<file path="src/design/adsr_pkg.sv">
`default_nettype none

package adsr_pkg;

    // envelope scaling and duration widths
    localparam int LEVEL_BITS = 15;
    localparam int DUR_BITS   = 24;

    localparam int LVL_W  = LEVEL_BITS + 1;   // level incl. full scale
    localparam int DUR_W  = DUR_BITS;
    localparam int TIME_W = 32;
    localparam int SUS_W  = 16;
    localparam int LEV_W  = 16;               // level port width
    localparam int CMP_W  = TIME_W + 1;
    localparam int PROD_W = LVL_W + DUR_W;    // numerator width
    localparam int DATA_W = 32;
    localparam int ADDR_W = 5;

    localparam logic [LVL_W-1:0] FULL = {1'b1, {LEVEL_BITS{1'b0}}};

    // input reg, segment select, multiply, one stage per quotient bit, output reg
    localparam int LATENCY = LVL_W + 4;

    // register indexes (paddr[4:2])
    localparam logic [2:0] REG_ONSET   = 3'd0;
    localparam logic [2:0] REG_NOTE    = 3'd1;
    localparam logic [2:0] REG_ATTACK  = 3'd2;
    localparam logic [2:0] REG_DECAY   = 3'd3;
    localparam logic [2:0] REG_SUSTAIN = 3'd4;
    localparam logic [2:0] REG_RELEASE = 3'd5;

endpackage

`default_nettype wire

</file>
<file path="src/design/adsr_envelope_level_unit.sv">
`default_nettype none

// Linear ADSR envelope level. Each item is a time stamp in sample ticks; the
// block returns the envelope level at that time (32768 = 1.0) on o_level with
// o_done high for one cycle. A new item may be taken every cycle: busy is
// never raised, and the results come out in order with no gaps other than
// those of the input. The pipe holds the input register, the segment select,
// the multiplier, the divider, which resolves one quotient bit per pipeline
// stage (16 stages), and the output register. The receiver cannot stall, so
// nothing in the pipe ever waits.
// Configuration goes through the APB port at byte addresses 0 (onset),
// 4 (note length), 8 (attack), 12 (decay), 16 (sustain), 20 (release) and
// must only be changed while no item is in flight.

module adsr_envelope_level_unit (
    input  wire                        i_clk,
    input  wire                        i_rst_n,
    // item channel
    input  wire                        start,
    output logic                       busy,
    input  wire [adsr_pkg::TIME_W-1:0] i_time_now,
    output logic                       o_done,
    output logic [adsr_pkg::LEV_W-1:0] o_level,
    // apb configuration port
    input  wire                        psel,
    input  wire                        penable,
    input  wire                        pwrite,
    input  wire [adsr_pkg::ADDR_W-1:0] paddr,
    input  wire [adsr_pkg::DATA_W-1:0] pwdata,
    output logic [adsr_pkg::DATA_W-1:0] prdata,
    output logic                       pready
);

    import adsr_pkg::*;

    // ------------------------------------------------------------------
    // configuration registers
    // ------------------------------------------------------------------
    logic [TIME_W-1:0] r_onset;
    logic [DUR_W-1:0]  r_note;
    logic [DUR_W-1:0]  r_attack;
    logic [DUR_W-1:0]  r_decay;
    logic [SUS_W-1:0]  r_sustain;
    logic [DUR_W-1:0]  r_release;

    logic       cfg_wr;
    logic [2:0] cfg_idx;

    assign pready  = 1'b1;
    assign cfg_wr  = psel & penable & pwrite & pready;
    assign cfg_idx = paddr[ADDR_W-1:2];

    always_ff @(posedge i_clk) begin
        if (!i_rst_n) begin
            r_onset   <= '0;
            r_note    <= '0;
            r_attack  <= '0;
            r_decay   <= '0;
            r_sustain <= '0;
            r_release <= '0;
        end else if (cfg_wr) begin
            unique case (cfg_idx)
                REG_ONSET:   r_onset   <= pwdata[TIME_W-1:0];
                REG_NOTE:    r_note    <= pwdata[DUR_W-1:0];
                REG_ATTACK:  r_attack  <= pwdata[DUR_W-1:0];
                REG_DECAY:   r_decay   <= pwdata[DUR_W-1:0];
                REG_SUSTAIN: r_sustain <= pwdata[SUS_W-1:0];
                REG_RELEASE: r_release <= pwdata[DUR_W-1:0];
                default: ;  // writes past the last register are dropped
            endcase
        end
    end

    always_comb begin
        unique case (cfg_idx)
            REG_ONSET:   prdata = DATA_W'(r_onset);
            REG_NOTE:    prdata = DATA_W'(r_note);
            REG_ATTACK:  prdata = DATA_W'(r_attack);
            REG_DECAY:   prdata = DATA_W'(r_decay);
            REG_SUSTAIN: prdata = DATA_W'(r_sustain);
            REG_RELEASE: prdata = DATA_W'(r_release);
            default:     prdata = '0;
        endcase
    end

    // the pipe never holds, so an item is always welcome
    assign busy = 1'b0;

    // ------------------------------------------------------------------
    // stage 1: elapsed time; the borrow tells an item before the onset
    // ------------------------------------------------------------------
    logic [TIME_W:0]   n_elapsed;
    logic              r_s1_vld;
    logic              r_s1_early;
    logic [TIME_W-1:0] r_s1_e;

    assign n_elapsed = {1'b0, i_time_now} - {1'b0, r_onset};

    always_ff @(posedge i_clk) begin
        if (!i_rst_n) begin
            r_s1_vld <= 1'b0;
        end else begin
            r_s1_vld <= start & ~busy;
        end
        r_s1_early <= n_elapsed[TIME_W];
        r_s1_e     <= n_elapsed[TIME_W-1:0];
    end

    // ------------------------------------------------------------------
    // stage 2: pick the segment and set up level = base +/- m * x / d
    // segments without a ramp use m = 0 and d = 1, which gives q = 0
    // ------------------------------------------------------------------
    logic [LVL_W-1:0] s_eff;
    logic [CMP_W-1:0] e_ext;
    logic [CMP_W-1:0] end_attack;
    logic [CMP_W-1:0] end_decay;
    logic [CMP_W-1:0] end_note;
    logic [CMP_W-1:0] end_release;
    logic [DUR_W-1:0] x_attack;
    logic [DUR_W-1:0] x_decay;
    logic [DUR_W-1:0] x_release;

    logic [LVL_W-1:0] n_mul;
    logic [DUR_W-1:0] n_x;
    logic [DUR_W-1:0] n_div;
    logic [LVL_W-1:0] n_base;
    logic             n_sub;

    logic             r_s2_vld;
    logic [LVL_W-1:0] r_s2_mul;
    logic [DUR_W-1:0] r_s2_x;
    logic [DUR_W-1:0] r_s2_div;
    logic [LVL_W-1:0] r_s2_base;
    logic             r_s2_sub;

    // sustain above full scale saturates
    assign s_eff = (TIME_W'(r_sustain) > TIME_W'(FULL)) ? FULL : LVL_W'(r_sustain);

    assign e_ext       = {1'b0, r_s1_e};
    assign end_attack  = CMP_W'(r_attack);
    assign end_decay   = CMP_W'(r_attack) + CMP_W'(r_decay);
    assign end_note    = CMP_W'(r_note);
    assign end_release = CMP_W'(r_note) + CMP_W'(r_release);

    // offsets into a segment stay below its length when that segment is taken
    assign x_attack  = r_s1_e[DUR_W-1:0];
    assign x_decay   = r_s1_e[DUR_W-1:0] - r_attack;
    assign x_release = r_s1_e[DUR_W-1:0] - r_note;

    always_comb begin
        n_mul  = '0;
        n_x    = '0;
        n_div  = DUR_W'(1);
        n_base = '0;
        n_sub  = 1'b0;
        if (r_s1_early) begin
            n_base = '0;
        end else if (e_ext < end_attack) begin
            n_mul = FULL;
            n_x   = x_attack;
            n_div = r_attack;
        end else if (e_ext < end_decay) begin
            n_mul  = FULL - s_eff;
            n_x    = x_decay;
            n_div  = r_decay;
            n_base = FULL;
            n_sub  = 1'b1;
        end else if (e_ext < end_note) begin
            n_base = s_eff;
        end else if (e_ext < end_release) begin
            n_mul  = s_eff;
            n_x    = x_release;
            n_div  = r_release;
            n_base = s_eff;
            n_sub  = 1'b1;
        end
    end

    always_ff @(posedge i_clk) begin
        if (!i_rst_n) begin
            r_s2_vld <= 1'b0;
        end else begin
            r_s2_vld <= r_s1_vld;
        end
        r_s2_mul  <= n_mul;
        r_s2_x    <= n_x;
        r_s2_div  <= n_div;
        r_s2_base <= n_base;
        r_s2_sub  <= n_sub;
    end

    // ------------------------------------------------------------------
    // stage 3: numerator product, split for the divider
    // since x < d the upper part already sits below the divisor
    // ------------------------------------------------------------------
    logic [PROD_W-1:0] n_prod;

    logic             r_dv_vld  [0:LVL_W];
    logic [DUR_W-1:0] r_dv_rem  [0:LVL_W];
    logic [LVL_W-1:0] r_dv_nq   [0:LVL_W];
    logic [DUR_W-1:0] r_dv_div  [0:LVL_W];
    logic [LVL_W-1:0] r_dv_base [0:LVL_W];
    logic             r_dv_sub  [0:LVL_W];

    assign n_prod = PROD_W'(r_s2_mul) * PROD_W'(r_s2_x);

    always_ff @(posedge i_clk) begin
        if (!i_rst_n) begin
            r_dv_vld[0] <= 1'b0;
        end else begin
            r_dv_vld[0] <= r_s2_vld;
        end
        r_dv_rem[0]  <= n_prod[PROD_W-1:LVL_W];
        r_dv_nq[0]   <= n_prod[LVL_W-1:0];
        r_dv_div[0]  <= r_s2_div;
        r_dv_base[0] <= r_s2_base;
        r_dv_sub[0]  <= r_s2_sub;
    end

    // ------------------------------------------------------------------
    // restoring divider, one quotient bit per stage
    // nq shifts numerator bits out at the top and quotient bits in below
    // ------------------------------------------------------------------
    for (genvar k = 0; k < LVL_W; k++) begin : g_div
        logic [DUR_W:0] trial;
        logic [DUR_W:0] diff;
        logic           fit;

        assign trial = {r_dv_rem[k], r_dv_nq[k][LVL_W-1]};
        assign diff  = trial - {1'b0, r_dv_div[k]};
        assign fit   = ~diff[DUR_W] | trial[DUR_W];

        always_ff @(posedge i_clk) begin
            if (!i_rst_n) begin
                r_dv_vld[k+1] <= 1'b0;
            end else begin
                r_dv_vld[k+1] <= r_dv_vld[k];
            end
            r_dv_rem[k+1]  <= fit ? diff[DUR_W-1:0] : trial[DUR_W-1:0];
            r_dv_nq[k+1]   <= {r_dv_nq[k][LVL_W-2:0], fit};
            r_dv_div[k+1]  <= r_dv_div[k];
            r_dv_base[k+1] <= r_dv_base[k];
            r_dv_sub[k+1]  <= r_dv_sub[k];
        end
    end

    // ------------------------------------------------------------------
    // output register: apply the ramp to the segment base
    // ------------------------------------------------------------------
    logic [LVL_W-1:0] n_level;
    logic             r_done;
    logic [LVL_W-1:0] r_level;

    assign n_level = r_dv_sub[LVL_W] ? r_dv_base[LVL_W] - r_dv_nq[LVL_W]
                                     : r_dv_base[LVL_W] + r_dv_nq[LVL_W];

    always_ff @(posedge i_clk) begin
        if (!i_rst_n) begin
            r_done <= 1'b0;
        end else begin
            r_done <= r_dv_vld[LVL_W];
        end
        r_level <= n_level;
    end

    assign o_done  = r_done;
    assign o_level = LEV_W'(r_level);

`ifndef SYNTHESIS
    // every accepted item comes out after the fixed latency
    a_latency: assert property (@(posedge i_clk) disable iff (!i_rst_n)
        (start && !busy) |-> ##LATENCY o_done)
        else $error("item lost in the pipe");

    // no result without an item taken earlier
    a_no_spurious: assert property (@(posedge i_clk) disable iff (!i_rst_n)
        o_done |-> $past(start && !busy, LATENCY))
        else $error("result without an item");

    // divider remainder stays below the divisor
    a_div_rem: assert property (@(posedge i_clk) disable iff (!i_rst_n)
        r_dv_vld[LVL_W] |-> (r_dv_rem[LVL_W] < r_dv_div[LVL_W]))
        else $error("divider remainder out of range");

    // level never exceeds full scale
    a_level_range: assert property (@(posedge i_clk) disable iff (!i_rst_n)
        o_done |-> (r_level <= FULL))
        else $error("level above full scale");
`endif

endmodule

`default_nettype wire

</file>
<file path="config.mk">
export PLATFORM = sky130hd
export DESIGN_NAME = adsr_envelope_level_unit
export DESIGN_NICKNAME = d
export VERILOG_FILES = /design/src/design/adsr_pkg.sv /design/src/design/adsr_envelope_level_unit.sv
export SDC_FILE = /design/constraint.sdc
export NUM_CORES = 2
export LEC_CHECK = 0
export BUFFER_PORTS_ARGS = -buffer_cell sky130_fd_sc_hd__buf_2
export CAP_MARGIN = 15
export CORE_MARGIN = 3
export CORE_UTILIZATION = 50
export DETAILED_ROUTE_END_ITERATION = 7
export PLACE_DENSITY = 0.66
export SLEW_MARGIN = 25
export SYNTH_ARGS = -nofsm -noshare
export SYNTH_HDL_FRONTEND = slang
export SYNTH_SLANG_ARGS = --single-unit
</file>
<file path="constraint.sdc">
create_clock -name i_clk -period 8.3 [get_ports i_clk]
set_clock_uncertainty 0.2 [all_clocks]
set_input_delay 1.245 -clock i_clk [delete_from_list [all_inputs] [get_ports i_clk]]
set_output_delay 1.245 -clock i_clk [all_outputs]
set_load 0.01 [all_outputs]
</file>
; After elaboration in Yosys (flattened, before gate mapping)
; Memory sizes are Yosys's and may differ from the RTL's. A register that Yosys moved wholly into a read port is not among the register bits.
; Cells that the tools add are included.
[word_totals]
n_memories = 6
input_bits = 75
word_cells = 175
reg_bits = 276
ramBits = 1394
[classes]
mux = 55
n_mul = 1
n_reduce_logical = 10
n_eq_ne = 5
order_cmp = 5
n_addsub = 24
n_bitwise = 51
[mem_list]
columns = memory, words, word_bits, rd, rd_clocked_by_memory_dff, write_ports, line_no
row1 = r_dv_div, 17, 24, 16, 0, 17, adsr_envelope_level_unit.sv:201  ; logic [DUR_W-1:0] r_dv_div [0:LVL_W];
row2 = r_dv_rem, 17, 24, 16, 0, 17, adsr_envelope_level_unit.sv:199  ; logic [DUR_W-1:0] r_dv_rem [0:LVL_W];
row3 = r_dv_base, 17, 16, 17, 0, 17, adsr_envelope_level_unit.sv:202  ; logic [LVL_W-1:0] r_dv_base [0:LVL_W];
row4 = r_dv_nq, 17, 16, 17, 0, 17, adsr_envelope_level_unit.sv:200  ; logic [LVL_W-1:0] r_dv_nq [0:LVL_W];
row5 = r_dv_sub, 17, 1, 17, 0, 17, adsr_envelope_level_unit.sv:203  ; logic r_dv_sub [0:LVL_W];
row6 = r_dv_vld, 17, 1, 17, 1, 17, adsr_envelope_level_unit.sv:198  ; logic r_dv_vld [0:LVL_W];
[ops]
columns = cell, count
row1 = $mux 24, 24
row2 = $sub 25x24->25, 16
row3 = $pmux 32 s6, 1
row4 = $mux 16, 8
row5 = $lt 32x24->1, 2
row6 = $lt 32x25->1, 2
row7 = $add 24x24->25, 2
row8 = $sub 24x24->24, 2
row9 = $mul 16x24->40, 1
row10 = $or 1x1->1, 33
row11 = $sub 32x32->33, 1
row12 = $mux 1, 22
row13 = $add 16x16->16, 1
row14 = $gt 16x16->1 const B, 1
row15 = $not 1->1, 16
row16 = $sub 16x16->16, 1
row17 = $sub 16x16->16 const A, 1
row18 = $reduce_and 2->1, 6
row19 = $eq 3x2->1 const B, 2
row20 = $eq 3x3->1 const B, 2
row21 = $eq 3x1->1 const B, 1
row22 = $logic_not 3->1, 1
row23 = $reduce_or 3->1, 1
row24 = $and 1x1->1, 2
row25 = other kinds (2), 2

; Longest topological paths before layout
[depth]
ltp_word = 6
mapped_depth = 25

; Worst setup path after synthesis
; Ideal clock, no wire load.
[synth_path]
path_type = register to register
from = register r_s2_x[13]
to = memory r_dv_rem[0][22] (netlist name)
stages_incl_launch_ff = 24
arrival_ns = 6.002
period_less_slack_ns = 6.274
setup_slack_ns = 2.026
path_buffers = 1
path_cell_list = dfxtp_1 clkbuf_1 nand2_1 fa_1 inv_1 fa_1 inv_1 fa_1 inv_1 fa_1 fa_1 inv_1 fa_1 inv_1 ha_1 nand4_1 or2_2 o21ai_0 a21oi_1 o211ai_1 and3_1 nor2_1 o21ai_0 xor2_1
[synth_rtl]
columns = element, line_no
row1 = "start, declared", adsr_envelope_level_unit.sv:131  ; logic [DUR_W-1:0] r_s2_x;
row2 = "start signal, assigned", adsr_envelope_level_unit.sv:186  ; r_s2_x <= n_x;
row3 = "end, declared", adsr_envelope_level_unit.sv:199

==> flow_metrics.py <==
metrics = {
    "clock_tree": {
        "post_cts_buffers": 0,
        "clk_path_buf_depth": 3,
        "htreeDepth": 4,
        "cts_hold_buffers": 0,
        "cts-resized-gates": 0,
        "clk_latency_ps": 790,
        "root_buffer": "clkbuf_16",
        "clock-sinks": 1623,
        "cts_tree": "done",
        "clkTransAtPathRegs_ps": 60,
        "cts_made_buffers": 164,
    },
    "grt": {
        "grt_pass1_vias": 57710,
        "grt_max_degree": 103,
        "grt_pass1_wl_mm": 291.4,
        "grt_overflow": 0,
        "antenna_found_initial": 1,
        "grtUsageTotal_pct": 21.55,
    },
    "drt": {
        "wire_per_inst_um": 16.62,
        "drt_iter0_drc": 3459,
        "avgViaCountPerCell": 5.370,
        "first_pass_iters": 6,
        "antenna_left": 0,
        "drcViolationCount": 0,
        "vias": 56930,
        "routed_wl_mm": 176.2,
    },
    "placed_design": {
        "place_inst": 10300,
        "post-dp-hpwl_mm": 134.7,
        "gp_congestion": 0.9273,
        "io_buffers": 121,
    },
    "logic_synthesis": {
        "synth_edf_count": 0,
        "synthDistinctLibCells": 97,
        "synth_common_cells": "1623 x dfxtp_1, 947 x inv_1, 717 x nand2_1",
        "syn-num-nets": 9355,
        "synth_ff_type": "dfxtp_1",
        "synth_cells": 8265,
        "synth_xor_xnor_area_share_pct": 4.912,
        "yosys.area_share.simple_pct": 11.79,
        "synth_fa_ha_area_share_pct": 18.97,
        "synth.avg_cell_area_um2": 9.666,
        "yosys.area.top_type": "dfxtp_1",
        "ys_ff_latch": 1623,
        "synth_area_leaders": "dfxtp_1 41%, ha_1 11%, fa_1 8.2%, inv_1 4.4%, nand2_1 3.4%",
        "synth.top_cell.area_share_pct": 40.67,
        "yosysWarnings": 0,
        "synth_top_family_by_area": "adder cells",
        "synth-compound-area-share_pct": 14.73,
        "yosysMostFrequentCell": "dfxtp_1",
        "syn_area_um2": 79890,
        "synth.area.mux_share_pct": 3.347,
        "async_reset_ff_share_pct": 0,
        "ys_seq_area_share_pct": 40.67,
    },
    "cells_and_area": {
        "final_nets": 9485,
        "sequential_cell_area_um2": 32490,
        "multi_input_area_um2": 43030,
        "area_growth_pct": 10.95,
        "drive_above_1_share_pct": 8.677,
        "final_cells": 10600,
        "fill_cells": 13800,
    },
    "worst_setup_path": {
        "crit_arrival_ps": 7860,
        "criticalPathCategory": "reg -> reg",
        "startpoint_type": "flop",
        "crit-reg2reg-capture": "r_dv_rem[0][22]",
        "path_cells": "nand2_1, fa_1, inv_1, fa_1, inv_1, fa_1, inv_1, fa_1, fa_1, inv_1, fa_1, inv_1, ha_1, nand4_1, or2_2, o21ai_0, a21oi_1, o211ai_1, and3_1, nor2_1, o21ai_0, xor2_1",
        "crit_top_cell": "fa_1",
        "path_buf_inv": 5,
        "cp.required_ps": 8780,
        "reg2reg_from": "r_s2_x[7]",
        "cp_max_fo": 16,
        "end_kind": "flop",
        "rrSetupSlack_ps": 920,
        "critPathTopFamily": "adder cells",
        "r2r_cells": 22,
        "cp_slowest_stage_delay_ps": 790,
        "slowest_stage": "dfxtp_1",
    },
    "sta": {
        "tns_ps": 0,
        "holdWs_ps": 111.3,
        "worst_slew_pin_slew_ps": 1134,
        "finalHoldViolCount": 0,
        "rsz0062_at_grt": "no",
        "finalCriticalPeriod_ps": 7380,
        "relSlewSlack_pct": 24.32,
        "maxSlewViolCount": 0,
        "clock.fmax_mhz": 135.5,
        "timing.final.crit_share_pct": 88.92,
        "setup_viol": 0,
    },
    "floorplan": {
        "die_height_um": 405.7,
        "initial_core_util_pct": 50.38,
        "die_width_um": 405.7,
        "ioPinCount": 126,
        "fp-row-count": 146,
        "core_area_um2": 158600,
        "die_area_um2": 164600,
    },
    "hold_path": {
        "holdPathStages": 0,
        "hold_start": "r_dv_nq[0][83]",
        "min_to": "r_dv_nq[0][100]",
        "hold_path_class": "reg -> reg",
    },
    "power": {
        "p_per_area_nw_per_um2": 315.8,
        "ir_worst_vdd_v": 0.0002120,
        "p_leak_nw": 37.13,
    },
    "run_status": {
        "status": "finished clean",
    },
    "flow_run": {
        "max_cap_violations": 0,
    },
}
metrics by stage:
step / setup slack (ps) / utilization (%) / power, mW / cell area [um2]
2_1_floorplan: 2026 / - / 18.22 / 79890
6_report: 919.5 / 55.90 / 27.99 / 88640
3_5_place_dp: 1052 / 52.19 / 20.31 / 82750
4_1_cts: 982.0 / 55.89 / 28.19 / 88620
3_3_place_gp: 1087 / 52.16 / 20.02 / 82700
5_1_grt: 555.7 / 55.90 / 29.91 / 88640
report_power, final:
part	switching, mW	internal, mW	total (mW)
registers	0.627	9.10	9.72
clock network	3.14	4.59	7.73
logic	5.47	5.07	10.5
per-layer routing:
layer  wire length, um  part of all wire [%]  track usage, %
met1             78060                    44           27.42
met5                 0                     0               0
met3              9137                   5.2           3.106
met4              5645                   3.2           7.520
met2             83400                    47           37.29
final cells by class:
cell class,instances,share of cell area (%)
Multi-Input combinational cell,5476,48.55
Tap cell,2072,2.925
Clock buffer,228,5.364
Antenna cell,1,0.002823
Sequential cell,1623,36.66
Inverter,947,4.010
Clock inverter,71,1.248
Timing Repair Buffer,183,1.242
cell families after synthesis:
family | count (synthesis)
simple gates | 2007
xor+xnor | 448
mux | 230
buf+inv | 1166
fa+ha+maj | 1015
flops | 1623
other cells | 2
compound gates | 1774
cell usage in the layout, fill, tap and decap left out, types with 39 or more instances in the layout:
| cell | Yosys | final |
|---|---|---|
| ha_1 | 688 | 688 |
| o21a_1 | 122 | 121 |
| o21ai_0 | 242 | 240 |
| fa_1 | 327 | 327 |
| a22oi_1 | 85 | 85 |
| clkbuf_16 | 0 | 164 |
| nor2b_1 | 85 | 85 |
| and2_1 | 233 | 233 |
| nor2_1 | 492 | 492 |
| o21bai_1 | 59 | 59 |
| a21o_1 | 200 | 200 |
| or3_1 | 39 | 39 |
| mux2_2 | 183 | 183 |
| nor3_1 | 110 | 109 |
| xnor2_1 | 301 | 301 |
| buf_4 | 4 | 60 |
| nand2_1 | 717 | 712 |
| inv_1 | 947 | 947 |
| dfxtp_1 | 1623 | 1623 |
| nand2b_1 | 64 | 64 |
| a211oi_1 | 81 | 81 |
| xor2_1 | 147 | 147 |
| a21oi_1 | 516 | 516 |
| nand3_1 | 92 | 92 |
| a21boi_0 | 155 | 155 |
| clkbuf_8 | 0 | 41 |
| buf_2 | 24 | 120 |
flip-flops by register name (all words and copies together) (netlist names), 17 cells and up:
signal and cells:
r_onset 32, r_s2_x 24, r_dv_sub 17, r_dv_vld 17
r_dv_nq 272, r_attack 24, r_s2_div 24, r_s1_e 32
r_dv_rem 384, r_dv_div 384, r_release 24, r_note 24
r_decay 24, r_dv_base 272
worst max path at each step:
stage,end,slack (ps),cells past startpoint,from
floorplan,r_dv_rem[0][22],2030,23,r_s2_x[13]
CTS,r_dv_rem[0][22],980,22,r_s2_x[7]
global route,r_dv_rem[0][22],560,22,r_s2_x[7]
global placement,r_dv_rem[0][22],1090,22,r_s2_x[7]
detailed placement,r_dv_rem[0][22],1050,22,r_s2_x[7]
finish,r_dv_rem[0][22],920,22,r_s2_x[7]
No activity file was read; power rests on OpenSTA's default activity.
